## config.mk

```make
export PLATFORM = sky130hd
export DESIGN_NAME = heightmap_grid_mesh_generator
export DESIGN_NICKNAME = d
export VERILOG_FILES = /design/src/hdl/hgm_pkg.sv /design/src/hdl/heightmap_grid_mesh_generator.sv /design/src/hdl/hgm_mul.sv /design/src/hdl/hgm_div.sv
export SDC_FILE = /design/constraint.sdc
export NUM_CORES = 2
export LEC_CHECK = 0
export BUFFER_PORTS_ARGS = -buffer_cell sky130_fd_sc_hd__buf_2
export CAP_MARGIN = 25
export CORE_MARGIN = 2
export CORE_UTILIZATION = 46
export CTS_BUF_LIST = sky130_fd_sc_hd__clkbuf_2 sky130_fd_sc_hd__clkbuf_4 sky130_fd_sc_hd__clkbuf_8
export CTS_CLUSTER_DIAMETER = 60
export DETAILED_ROUTE_END_ITERATION = 8
export PLACE_DENSITY = 0.63
export REMOVE_ABC_BUFFERS = 1
export SKIP_LAST_GASP = 1
export SLEW_MARGIN = 20
export SYNTH_ARGS = -nofsm -noshare
export SYNTH_HDL_FRONTEND = slang
export SYNTH_SLANG_ARGS = --single-unit
```

## constraint.sdc

```tcl
create_clock -name clk -period 18.3 [get_ports clk]
set_input_delay 3.66 -clock clk [delete_from_list [all_inputs] [get_ports clk]]
set_output_delay 3.66 -clock clk [all_outputs]
set_load 0.005 [all_outputs]
```

## src/hdl/hgm_pkg.sv

```systemverilog
// Shared constants and types for the heightmap grid mesh generator.
// No dependencies; used by every module of the block.
package hgm_pkg;

    // Defaults for the top-level parameters
    localparam int MAX_DIM_DEF   = 1024;
    localparam int FRAC_BITS_DEF = 16;

    // Offset added to the texture coordinates for the tiled pair
    localparam int TILE_OFFSET = 3;

    // Fixed field and register widths
    localparam int DIM_W      = 11;
    localparam int STEP_W     = 16;
    localparam int SAMPLE_W   = 16;
    localparam int CFG_DATA_W = 16;
    localparam int CFG_IDX_W  = 3;
    localparam int POS_XZ_W   = 26;
    localparam int POS_Y_W    = 32;
    localparam int MAP_W      = 17;
    localparam int TILE_W     = 19;
    localparam int IDX_W      = 20;

    // Operand width of the shared multiplier
    localparam int MUL_W = 17;

    // Register reset values
    localparam logic [DIM_W-1:0]  NUM_ROWS_RST     = 11'd2;
    localparam logic [DIM_W-1:0]  NUM_COLS_RST     = 11'd2;
    localparam logic [STEP_W-1:0] ROW_STEP_RST     = 16'd256;
    localparam logic [STEP_W-1:0] COL_STEP_RST     = 16'd256;
    localparam logic [STEP_W-1:0] HEIGHT_SCALE_RST = 16'd256;

    // Configuration register indexes
    typedef enum logic [CFG_IDX_W-1:0] {
        CFG_NUM_ROWS     = 3'd0,
        CFG_NUM_COLS     = 3'd1,
        CFG_ROW_STEP     = 3'd2,
        CFG_COL_STEP     = 3'd3,
        CFG_HEIGHT_SCALE = 3'd4
    } cfg_idx_t;

endpackage

```

## src/hdl/heightmap_grid_mesh_generator.sv

```systemverilog
// Heightmap grid mesh generator: one vertex (and quad corners) per height sample.
// A new sample is accepted only once the previous one has left the sequencer for the
// output register; the bit-serial divider computes both texture fractions in turn,
// and three products share one multiplier.
// Reset: config registers return to their defaults, grid restarts at row 0, column 0.
// Depends on hgm_pkg, hgm_mul and hgm_div.
module heightmap_grid_mesh_generator
#(
    parameter int MAX_DIM   = hgm_pkg::MAX_DIM_DEF,
    parameter int FRAC_BITS = hgm_pkg::FRAC_BITS_DEF
)
(
    input  logic                                   clk,
    input  logic                                   rst_n,

    input  logic                                   cfg_we,
    input  logic [hgm_pkg::CFG_IDX_W-1:0]          cfg_index,
    input  logic [hgm_pkg::CFG_DATA_W-1:0]         cfg_data,

    input  logic                                   in_valid,
    output logic                                   in_ready,
    input  logic signed [hgm_pkg::SAMPLE_W-1:0]    height_sample,

    output logic                                   out_valid,
    input  logic                                   out_ready,
    output logic [hgm_pkg::POS_XZ_W-1:0]           pos_x,
    output logic signed [hgm_pkg::POS_Y_W-1:0]     pos_y,
    output logic [hgm_pkg::POS_XZ_W-1:0]           pos_z,
    output logic [hgm_pkg::MAP_W-1:0]              map_s,
    output logic signed [hgm_pkg::MAP_W-1:0]       map_t,
    output logic [hgm_pkg::TILE_W-1:0]             tile_s,
    output logic [hgm_pkg::TILE_W-1:0]             tile_t,
    output logic                                   quad_valid,
    output logic [hgm_pkg::IDX_W-1:0]              corner_a,
    output logic [hgm_pkg::IDX_W-1:0]              corner_b,
    output logic [hgm_pkg::IDX_W-1:0]              corner_c,
    output logic [hgm_pkg::IDX_W-1:0]              corner_d
);
    import hgm_pkg::*;

    // Counter width holds MAX_DIM-1, size width holds MAX_DIM itself
    localparam int CNT_W = $clog2(MAX_DIM);
    localparam int SZ_W  = $clog2(MAX_DIM + 1);
    localparam int CNX_W = CNT_W + 1;
    localparam int FR_W  = FRAC_BITS + 1;
    localparam logic [31:0] TILE_THREE = 32'(TILE_OFFSET) << FRAC_BITS;

    // Sequencer: three multiplies, two divisions, then hand off to the output register
    typedef enum logic [6:0] {
        ST_IDLE = 7'b0000001,
        ST_MX   = 7'b0000010,
        ST_MY   = 7'b0000100,
        ST_MZ   = 7'b0001000,
        ST_DS   = 7'b0010000,
        ST_DT   = 7'b0100000,
        ST_DONE = 7'b1000000
    } state_t;

    state_t state_reg;
    state_t state_next;

    // Configuration registers
    logic [DIM_W-1:0]  num_rows_reg;
    logic [DIM_W-1:0]  num_cols_reg;
    logic [STEP_W-1:0] row_step_reg;
    logic [STEP_W-1:0] col_step_reg;
    logic [STEP_W-1:0] height_scale_reg;

    // Grid position state
    logic [CNT_W-1:0]  row_cnt_reg;
    logic [CNT_W-1:0]  row_cnt_next;
    logic [CNT_W-1:0]  col_cnt_reg;
    logic [CNT_W-1:0]  col_cnt_next;
    logic [IDX_W-1:0]  vidx_reg;
    logic [IDX_W-1:0]  vidx_next;
    logic              restart;

    // Captured item
    logic [CNT_W-1:0]        item_row_reg;
    logic [CNT_W-1:0]        item_col_reg;
    logic [IDX_W-1:0]        item_a_reg;
    logic [SAMPLE_W-1:0]     sample_reg;

    // Intermediate results
    logic [POS_XZ_W-1:0]     px_reg;
    logic [POS_Y_W-1:0]      py_reg;
    logic [POS_XZ_W-1:0]     pz_reg;
    logic [FR_W-1:0]         frac_s_reg;

    // Output register
    logic                    out_valid_reg;
    logic                    out_valid_next;
    logic [POS_XZ_W-1:0]     pos_x_reg;
    logic [POS_Y_W-1:0]      pos_y_reg;
    logic [POS_XZ_W-1:0]     pos_z_reg;
    logic [MAP_W-1:0]        map_s_reg;
    logic [MAP_W-1:0]        map_t_reg;
    logic [TILE_W-1:0]       tile_s_reg;
    logic [TILE_W-1:0]       tile_t_reg;
    logic                    quad_reg;
    logic [IDX_W-1:0]        corner_a_reg;
    logic [IDX_W-1:0]        corner_b_reg;
    logic [IDX_W-1:0]        corner_c_reg;
    logic [IDX_W-1:0]        corner_d_reg;

    logic                    in_xfer;
    logic                    load_out;

    // Clamped grid size
    logic [31:0]             rows_w;
    logic [31:0]             cols_w;
    logic [SZ_W-1:0]         rows_c;
    logic [SZ_W-1:0]         cols_c;
    logic [SZ_W-1:0]         rows_m1;
    logic [SZ_W-1:0]         cols_m1;

    // Shared multiplier
    logic                    mul_en;
    logic signed [MUL_W-1:0] mul_a;
    logic signed [MUL_W-1:0] mul_b;
    logic signed [2*MUL_W-1:0] mul_p;

    // Shared divider
    logic                    div_start;
    logic [SZ_W-1:0]         div_num;
    logic [SZ_W-1:0]         div_den;
    logic                    div_done;
    logic [FR_W-1:0]         div_quo;

    // Result assembly
    logic [31:0]             s_wide;
    logic [31:0]             t_wide;
    logic                    quad;
    logic [IDX_W-1:0]        cols_ext;
    logic [CNX_W-1:0]        col_inc;
    logic [CNX_W-1:0]        row_inc;

    //------------------------------------------------------------------
    // Grid size: clamp into 2..MAX_DIM
    //------------------------------------------------------------------
    assign rows_w = 32'(num_rows_reg);
    assign cols_w = 32'(num_cols_reg);

    always_comb
    begin
        priority if (rows_w < 32'd2)
            rows_c = SZ_W'(2);
        else if (rows_w > 32'(MAX_DIM))
            rows_c = SZ_W'(MAX_DIM);
        else
            rows_c = SZ_W'(rows_w);

        priority if (cols_w < 32'd2)
            cols_c = SZ_W'(2);
        else if (cols_w > 32'(MAX_DIM))
            cols_c = SZ_W'(MAX_DIM);
        else
            cols_c = SZ_W'(cols_w);
    end

    assign rows_m1 = rows_c - SZ_W'(1);
    assign cols_m1 = cols_c - SZ_W'(1);

    //------------------------------------------------------------------
    // Handshakes
    //------------------------------------------------------------------
    // Accept a new sample whenever the datapath is free; a finished result
    // may still wait in the output register meanwhile.
    assign in_ready = (state_reg == ST_IDLE);
    assign in_xfer  = in_valid && in_ready;
    assign load_out = (state_reg == ST_DONE) && (!out_valid_reg || out_ready);

    always_comb
    begin
        out_valid_next = out_valid_reg;
        if (load_out)
            out_valid_next = 1'b1;
        else if (out_ready)
            out_valid_next = 1'b0;
    end

    //------------------------------------------------------------------
    // Sequencer
    //------------------------------------------------------------------
    always_comb
    begin
        state_next = state_reg;
        unique case (state_reg)
            ST_IDLE: if (in_xfer) state_next = ST_MX;
            ST_MX:   state_next = ST_MY;
            ST_MY:   state_next = ST_MZ;
            ST_MZ:   state_next = ST_DS;
            ST_DS:   if (div_done) state_next = ST_DT;
            ST_DT:   if (div_done) state_next = ST_DONE;
            ST_DONE: if (load_out) state_next = ST_IDLE;
            default: state_next = ST_IDLE;
        endcase
    end

    //------------------------------------------------------------------
    // Multiplier operand select: x in MX, y in MY, z in MZ.
    // The product is registered in hgm_mul and held while no multiply state is active.
    //------------------------------------------------------------------
    assign mul_en = (state_reg == ST_MX) || (state_reg == ST_MY) || (state_reg == ST_MZ);

    always_comb
    begin
        unique case (state_reg)
            ST_MY:
            begin
                mul_a = $signed({sample_reg[SAMPLE_W-1], sample_reg});
                mul_b = $signed({height_scale_reg[STEP_W-1], height_scale_reg});
            end
            ST_MZ:
            begin
                mul_a = $signed(MUL_W'(item_col_reg));
                mul_b = $signed({1'b0, col_step_reg});
            end
            default:
            begin
                mul_a = $signed(MUL_W'(item_row_reg));
                mul_b = $signed({1'b0, row_step_reg});
            end
        endcase
    end

    hgm_mul u_mul
    (
        .clk (clk),
        .en  (mul_en),
        .a   (mul_a),
        .b   (mul_b),
        .p   (mul_p)
    );

    //------------------------------------------------------------------
    // Divider: row/(rows-1) first, then col/(cols-1)
    //------------------------------------------------------------------
    assign div_start = (state_reg == ST_MZ) || ((state_reg == ST_DS) && div_done);
    assign div_num   = (state_reg == ST_MZ) ? SZ_W'(item_row_reg) : SZ_W'(item_col_reg);
    assign div_den   = (state_reg == ST_MZ) ? rows_m1 : cols_m1;

    hgm_div
    #(
        .SZ_W      (SZ_W),
        .FRAC_BITS (FRAC_BITS)
    )
    u_div
    (
        .clk   (clk),
        .rst_n (rst_n),
        .start (div_start),
        .num   (div_num),
        .den   (div_den),
        .done  (div_done),
        .quo   (div_quo)
    );

    //------------------------------------------------------------------
    // Grid counters: advance on each input transfer, wrap at grid end
    //------------------------------------------------------------------
    assign restart = cfg_we &&
                     ((cfg_index == CFG_NUM_ROWS) || (cfg_index == CFG_NUM_COLS));
    assign col_inc = CNX_W'(col_cnt_reg) + CNX_W'(1);
    assign row_inc = CNX_W'(row_cnt_reg) + CNX_W'(1);

    always_comb
    begin
        row_cnt_next = row_cnt_reg;
        col_cnt_next = col_cnt_reg;
        vidx_next    = vidx_reg;
        if (restart)
        begin
            row_cnt_next = '0;
            col_cnt_next = '0;
            vidx_next    = '0;
        end
        else if (in_xfer)
        begin
            vidx_next    = vidx_reg + IDX_W'(1);
            col_cnt_next = col_inc[CNT_W-1:0];
            if (col_inc >= CNX_W'(cols_c))
            begin
                col_cnt_next = '0;
                row_cnt_next = row_inc[CNT_W-1:0];
                if (row_inc >= CNX_W'(rows_c))
                begin
                    row_cnt_next = '0;
                    vidx_next    = '0;
                end
            end
        end
    end

    //------------------------------------------------------------------
    // Result assembly, from the captured products and fractions
    //------------------------------------------------------------------
    assign s_wide   = 32'(frac_s_reg);
    assign t_wide   = 32'(div_quo);
    assign quad     = (SZ_W'(item_row_reg) < rows_m1) && (SZ_W'(item_col_reg) < cols_m1);
    assign cols_ext = IDX_W'(cols_c);

    //------------------------------------------------------------------
    // Control registers
    //------------------------------------------------------------------
    always_ff @(posedge clk or negedge rst_n)
    begin
        if (!rst_n)
        begin
            state_reg        <= ST_IDLE;
            out_valid_reg    <= 1'b0;
            num_rows_reg     <= NUM_ROWS_RST;
            num_cols_reg     <= NUM_COLS_RST;
            row_step_reg     <= ROW_STEP_RST;
            col_step_reg     <= COL_STEP_RST;
            height_scale_reg <= HEIGHT_SCALE_RST;
            row_cnt_reg      <= '0;
            col_cnt_reg      <= '0;
            vidx_reg         <= '0;
        end
        else
        begin
            state_reg     <= state_next;
            out_valid_reg <= out_valid_next;
            row_cnt_reg   <= row_cnt_next;
            col_cnt_reg   <= col_cnt_next;
            vidx_reg      <= vidx_next;
            if (cfg_we)
            begin
                // drop writes to unknown indexes
                unique case (cfg_index)
                    CFG_NUM_ROWS:     num_rows_reg     <= cfg_data[DIM_W-1:0];
                    CFG_NUM_COLS:     num_cols_reg     <= cfg_data[DIM_W-1:0];
                    CFG_ROW_STEP:     row_step_reg     <= cfg_data[STEP_W-1:0];
                    CFG_COL_STEP:     col_step_reg     <= cfg_data[STEP_W-1:0];
                    CFG_HEIGHT_SCALE: height_scale_reg <= cfg_data[STEP_W-1:0];
                    default:          ;
                endcase
            end
        end
    end

    //------------------------------------------------------------------
    // Payload registers
    //------------------------------------------------------------------
    always_ff @(posedge clk)
    begin
        if (in_xfer)
        begin
            item_row_reg <= row_cnt_reg;
            item_col_reg <= col_cnt_reg;
            item_a_reg   <= vidx_reg;
            sample_reg   <= height_sample;
        end
        if (state_reg == ST_MY)
            px_reg <= POS_XZ_W'(mul_p);
        if (state_reg == ST_MZ)
            py_reg <= POS_Y_W'(mul_p);
        if ((state_reg == ST_DS) && div_done)
        begin
            pz_reg     <= POS_XZ_W'(mul_p);
            frac_s_reg <= div_quo;
        end
        if (load_out)
        begin
            // the column fraction is still held at the divider output
            pos_x_reg  <= px_reg;
            pos_y_reg  <= py_reg;
            pos_z_reg  <= pz_reg;
            map_s_reg  <= MAP_W'(s_wide);
            map_t_reg  <= MAP_W'(32'd0 - t_wide);
            tile_s_reg <= TILE_W'(s_wide + TILE_THREE);
            tile_t_reg <= TILE_W'(t_wide + TILE_THREE);
            quad_reg   <= quad;
            if (quad)
            begin
                corner_a_reg <= item_a_reg;
                corner_b_reg <= item_a_reg + IDX_W'(1);
                corner_c_reg <= item_a_reg + cols_ext;
                corner_d_reg <= item_a_reg + cols_ext + IDX_W'(1);
            end
            else
            begin
                corner_a_reg <= '0;
                corner_b_reg <= '0;
                corner_c_reg <= '0;
                corner_d_reg <= '0;
            end
        end
    end

    assign out_valid  = out_valid_reg;
    assign pos_x      = pos_x_reg;
    assign pos_y      = pos_y_reg;
    assign pos_z      = pos_z_reg;
    assign map_s      = map_s_reg;
    assign map_t      = map_t_reg;
    assign tile_s     = tile_s_reg;
    assign tile_t     = tile_t_reg;
    assign quad_valid = quad_reg;
    assign corner_a   = corner_a_reg;
    assign corner_b   = corner_b_reg;
    assign corner_c   = corner_c_reg;
    assign corner_d   = corner_d_reg;

    //------------------------------------------------------------------
    // Assertions
    //------------------------------------------------------------------
    a_div_done_in_div: assert property (@(posedge clk) disable iff (!rst_n)
        div_done |-> ((state_reg == ST_DS) || (state_reg == ST_DT)))
        else $error("divider finished outside a division state");

    a_col_in_grid: assert property (@(posedge clk) disable iff (!rst_n)
        SZ_W'(col_cnt_reg) < cols_c)
        else $error("column counter beyond grid width");

    a_row_in_grid: assert property (@(posedge clk) disable iff (!rst_n)
        SZ_W'(row_cnt_reg) < rows_c)
        else $error("row counter beyond grid height");

    a_hold_done: assert property (@(posedge clk) disable iff (!rst_n)
        ((state_reg == ST_DONE) && out_valid_reg && !out_ready) |=> (state_reg == ST_DONE))
        else $error("result dropped while output register was full");

    a_no_quad_zero: assert property (@(posedge clk) disable iff (!rst_n)
        (out_valid_reg && !quad_reg) |->
            ((corner_a_reg == '0) && (corner_d_reg == '0)))
        else $error("corner indexes set without a quad");

endmodule

```

## src/hdl/hgm_mul.sv

```systemverilog
// Shared signed multiplier with a registered product.
// Depends on hgm_pkg for the operand width.
module hgm_mul
(
    input  logic                                clk,
    input  logic                                en,
    input  logic signed [hgm_pkg::MUL_W-1:0]    a,
    input  logic signed [hgm_pkg::MUL_W-1:0]    b,
    output logic signed [2*hgm_pkg::MUL_W-1:0]  p
);
    import hgm_pkg::*;

    logic signed [2*MUL_W-1:0] prod_reg;
    logic signed [2*MUL_W-1:0] prod_next;

    assign prod_next = a * b;

    // hold the product while the sequencer is elsewhere
    always_ff @(posedge clk)
    begin
        if (en)
        begin
            prod_reg <= prod_next;
        end
    end

    assign p = prod_reg;

endmodule

```

## src/hdl/hgm_div.sv

```systemverilog
// Restoring divider, one quotient bit per cycle: floor(num * 2^FRAC_BITS / den).
// Requires num <= den and den >= 1. Depends on hgm_pkg for parameter defaults.
module hgm_div
#(
    parameter int SZ_W      = $clog2(hgm_pkg::MAX_DIM_DEF + 1),
    parameter int FRAC_BITS = hgm_pkg::FRAC_BITS_DEF
)
(
    input  logic                 clk,
    input  logic                 rst_n,
    input  logic                 start,
    input  logic [SZ_W-1:0]      num,
    input  logic [SZ_W-1:0]      den,
    output logic                 done,
    output logic [FRAC_BITS:0]   quo
);
    localparam int ITER  = FRAC_BITS + 1;
    localparam int CNT_W = $clog2(ITER + 1);

    logic [SZ_W:0]      rem_reg;
    logic [SZ_W-1:0]    den_reg;
    logic [FRAC_BITS:0] quo_reg;
    logic [CNT_W-1:0]   cnt_reg;
    logic [CNT_W-1:0]   cnt_next;
    logic               run_reg;
    logic               run_next;
    logic               done_reg;
    logic               done_next;

    logic [SZ_W:0]      den_ext;
    logic [SZ_W:0]      diff;
    logic               ge;
    logic [SZ_W:0]      rem_sel;
    logic               last_iter;

    assign den_ext   = {1'b0, den_reg};
    assign diff      = rem_reg - den_ext;
    assign ge        = (rem_reg >= den_ext);
    assign rem_sel   = ge ? diff : rem_reg;
    assign last_iter = (cnt_reg == CNT_W'(1));

    always_comb
    begin
        cnt_next  = cnt_reg;
        run_next  = run_reg;
        done_next = 1'b0;
        if (start)
        begin
            cnt_next = CNT_W'(ITER);
            run_next = 1'b1;
        end
        else if (run_reg)
        begin
            cnt_next = cnt_reg - CNT_W'(1);
            if (last_iter)
            begin
                run_next  = 1'b0;
                done_next = 1'b1;
            end
        end
    end

    always_ff @(posedge clk or negedge rst_n)
    begin
        if (!rst_n)
        begin
            cnt_reg  <= '0;
            run_reg  <= 1'b0;
            done_reg <= 1'b0;
        end
        else
        begin
            cnt_reg  <= cnt_next;
            run_reg  <= run_next;
            done_reg <= done_next;
        end
    end

    // remainder stays below 2*den, so one spare bit is enough
    always_ff @(posedge clk)
    begin
        if (start)
        begin
            rem_reg <= {1'b0, num};
            den_reg <= den;
        end
        else if (run_reg)
        begin
            rem_reg <= {rem_sel[SZ_W-1:0], 1'b0};
            quo_reg <= {quo_reg[FRAC_BITS-1:0], ge};
        end
    end

    assign done = done_reg;
    assign quo  = quo_reg;

endmodule

```

==> summary.txt <==
Floorplanning
  – # rows: between 90 and 100
  – Core ar.: 73200 um^2
  – Die span in y: 276 um
  – Die Width: approximately 280 um
  – Initial Util: 0.466
  – # IOs: 279
  – Die Area: roughly 76000 um^2

Worst setup path
  – Setup CP Type: register to register
  – CP peak stage delay: between 700 and 800 ps
  – CP max FO: 58
  – Setup crit end: u_mul.p[31]
  – Critical path's slowest cell: a221oi_2
  – Arrival @ worst endpoint: approximately 9900 ps
  – R2r worst-path depth: 28
  – Critical path capture point type: register
  – Critical Path RT: roughly 19000 ps
  – CP Launch Point: state_reg[5]
  – Origin of the critical flop-to-flop path: state_reg[5]
  – Reg2reg end: u_mul.p[31]
  – Setup slack, reg-to-reg: 8860 ps
  – Critical Path Most Common Cell: fa_1
  – CP startpoint kind: register

Cells and area
  – Post-route insts no fill: 4191
  – Area of the multi-input gates: around 16000 um^2
  – Share of layout cells above drive strength 1: 0.180
  – Nets@finish: 3625
  – Area grow syn2layout: 13.1%
  – Final Cell Area: ~39000 um^2
  – Register Area: roughly 17000 um^2
  – FILL cells: around 6300

Timing
  – Setup TNS: 0 ps
  – Slew @ Worst Pin: about 1200 ps
  – Min Clock Period, post-route: around 9400 ps
  – Clk_skew: around 63 ps
  – F_max: roughly 110 MHz
  – Max-slew violation count: 0
  – Slew headroom: 0.205
  – Unrepaired setup endpoints after global routing: false
  – Final setup viols: 0
  – Hold WS: just under 400 ps
  – Final Hold Viols: 0
  – Fin crit share: 0.516

Synthesis
  – Synth area leaders: edfxtp_1 (39%), fa_1 (16%), dfrtp_1 (8.7%)
  – Synth async-reset ratio: 0.219
  – Post-synth EDFFs: about 450
  – Largest family of logic cells by synthesized area: adder cells
  – Post-synthesis mux area share: 0.0273
  – Synth Area in Compound Gates: 0.0721
  – Synth Area in Adders: 0.219
  – Most common cell in the netlist: edfxtp_1
  – Mapped cell area: ~34000 um^2
  – YS warnings: 0
  – Syn Area/Cell: approximately 12 um^2
  – Part of the Yosys area used for sequential elements: 0.484
  – Most common library cells after synthesis: edfxtp_1 (445), inv_1 (384), nor2_1 (297), fa_1 (277), nand2_1 (236)
  – Top cell type's share of synthesized area: 0.392
  – Synth Area in Simple Gates: 0.106
  – Post-Synthesis Cells: approximately 2800
  – Top_reg_cell synth: edfxtp_1
  – Synth unique cells: a little over 80
  – Yosys reg bits: around 570
  – Cell taking the most area after synthesis: edfxtp_1
  – Post-Synth XOR/XNOR Area: 0.0347

Detailed routing
  – Final ANT Viol Nets: 0
  – Wirelength, routed: 79200 um
  – Via-to-Cell Ratio: between 5 and 6
  – DRC viols: 0
  – DR pass1 iterations: 5
  – Via count: roughly 22000
  – Wire length per cell: approximately 19 um
  – DRT iter0 DRCs: 1781

Global route
  – Initial antenna violation count: 2
  – First-pass GRT wire length: 127000 um
  – GR Util All Layers: 0.212
  – Vias in the first global route: around 23000
  – Largest net degree at the start of global routing: 91
  – Grt ovf: 0

Clock tree
  – Total CTS buffers: 95
  – CTS resizes: 0
  – CTS root buffer: clkbuf_8
  – CTS tree: yes
  – Clk buf depth: 3
  – Clk slew on worst S/H paths: around 60 ps
  – Clk_lat worst skew: about 730 ps
  – CTS hold repair buffers: 0
  – # H-tree levels: 3
  – Post-CTS repair timing setup buffer count: 0
  – # clock sinks: around 570

Place
  – Detailed placement HPWL: between 60000 and 70000 um
  – GPL Wtd Cong: 0.903
  – Area after DPL: between 30000 and 40000 um^2
  – Port Buffers: 278
  – Cells after DPL: ~4000

Hold path
  – Hold wc startpoint: py_reg[22]
  – Hold Crit Class: register to register

Outcome
  – Status: finished, final reports clean

Run
  – Max-cap viol count: 0
==> metal layers <==
layer | vias up | share of wire | GRT usage
li1 | 10300 | - | -
met1 | 11200 | 0.45 | 0.292
met2 | 676 | 0.46 | 0.337
met3 | 123 | 0.067 | 0.0452
met4 | 0 | 0.023 | 0.0654
met5 | - | 0 | 0
==> worst min-delay path by stage <==
stage | end | cells after the start
floorplan | map_s[0] | 0
global placement | pos_z[25] | 0
detailed placement | pos_x[7] | 0
CTS | pos_y[22] | 0
global route | pos_x[23] | 0
finish | pos_y[22] | 0
==> layout make-up <==
type,instances,share of cell area
antenna,2,0.000130
clock buffer,132,0.0424
timing repair buffer,311,0.0435
clock inverter,41,0.00901
multi-input combinational,1790,0.408
tap,959,0.0311
sequential,571,0.428
inverter,385,0.0375
==> layout by cell type (no fill, tap or decap), types with 28 or more instances in the layout <==
master	n
a21o_1	34
nor2_1	293
buf_4	29
mux2_2	65
and2_1	47
ha_1	154
xnor2_1	105
o21ai_0	56
a21oi_1	83
clkbuf_4	29
nand3_1	45
xor2_1	30
inv_1	383
clkbuf_8	103
dfrtp_1	119
buf_2	277
a31oi_1	30
nand2b_1	28
nor3_1	29
edfxtp_1	445
fa_1	277
nand2_1	236
==> stage by stage <==
step,setup WS [ps],util
after CTS,8920,0.527
final,8860,0.527
after floorplan,3310,-
after global routing,8480,0.527
after global placement,9150,0.499
after detailed placement,9010,0.500
==> logic make-up after synthesis <==
kind of cell             after synthesis
AND/OR/NAND/NOR                      791
buffers and inverters                484
multiplexers                          85
flip-flops                           571
adder cells (fa/ha/maj)              431
XOR/XNOR                             135
AO/OA/AOI/OAI                        348
==> critical path, delay by kind of cell, from the launching register on <==
kind | cells | cell delay, ps
buffers and inverters | 6 | 990
xor gates and xnor gates | 1 | 70
DFF | 1 | 420
and+or+nand+nor | 7 | 1690
adders and majority gates | 7 | 3300
AOI/OAI and AO/OA | 7 | 2650
Power is left out: the tool's default activity adds up to more than one toggle a clock period on the data nets, which glitch-free logic cannot reach.
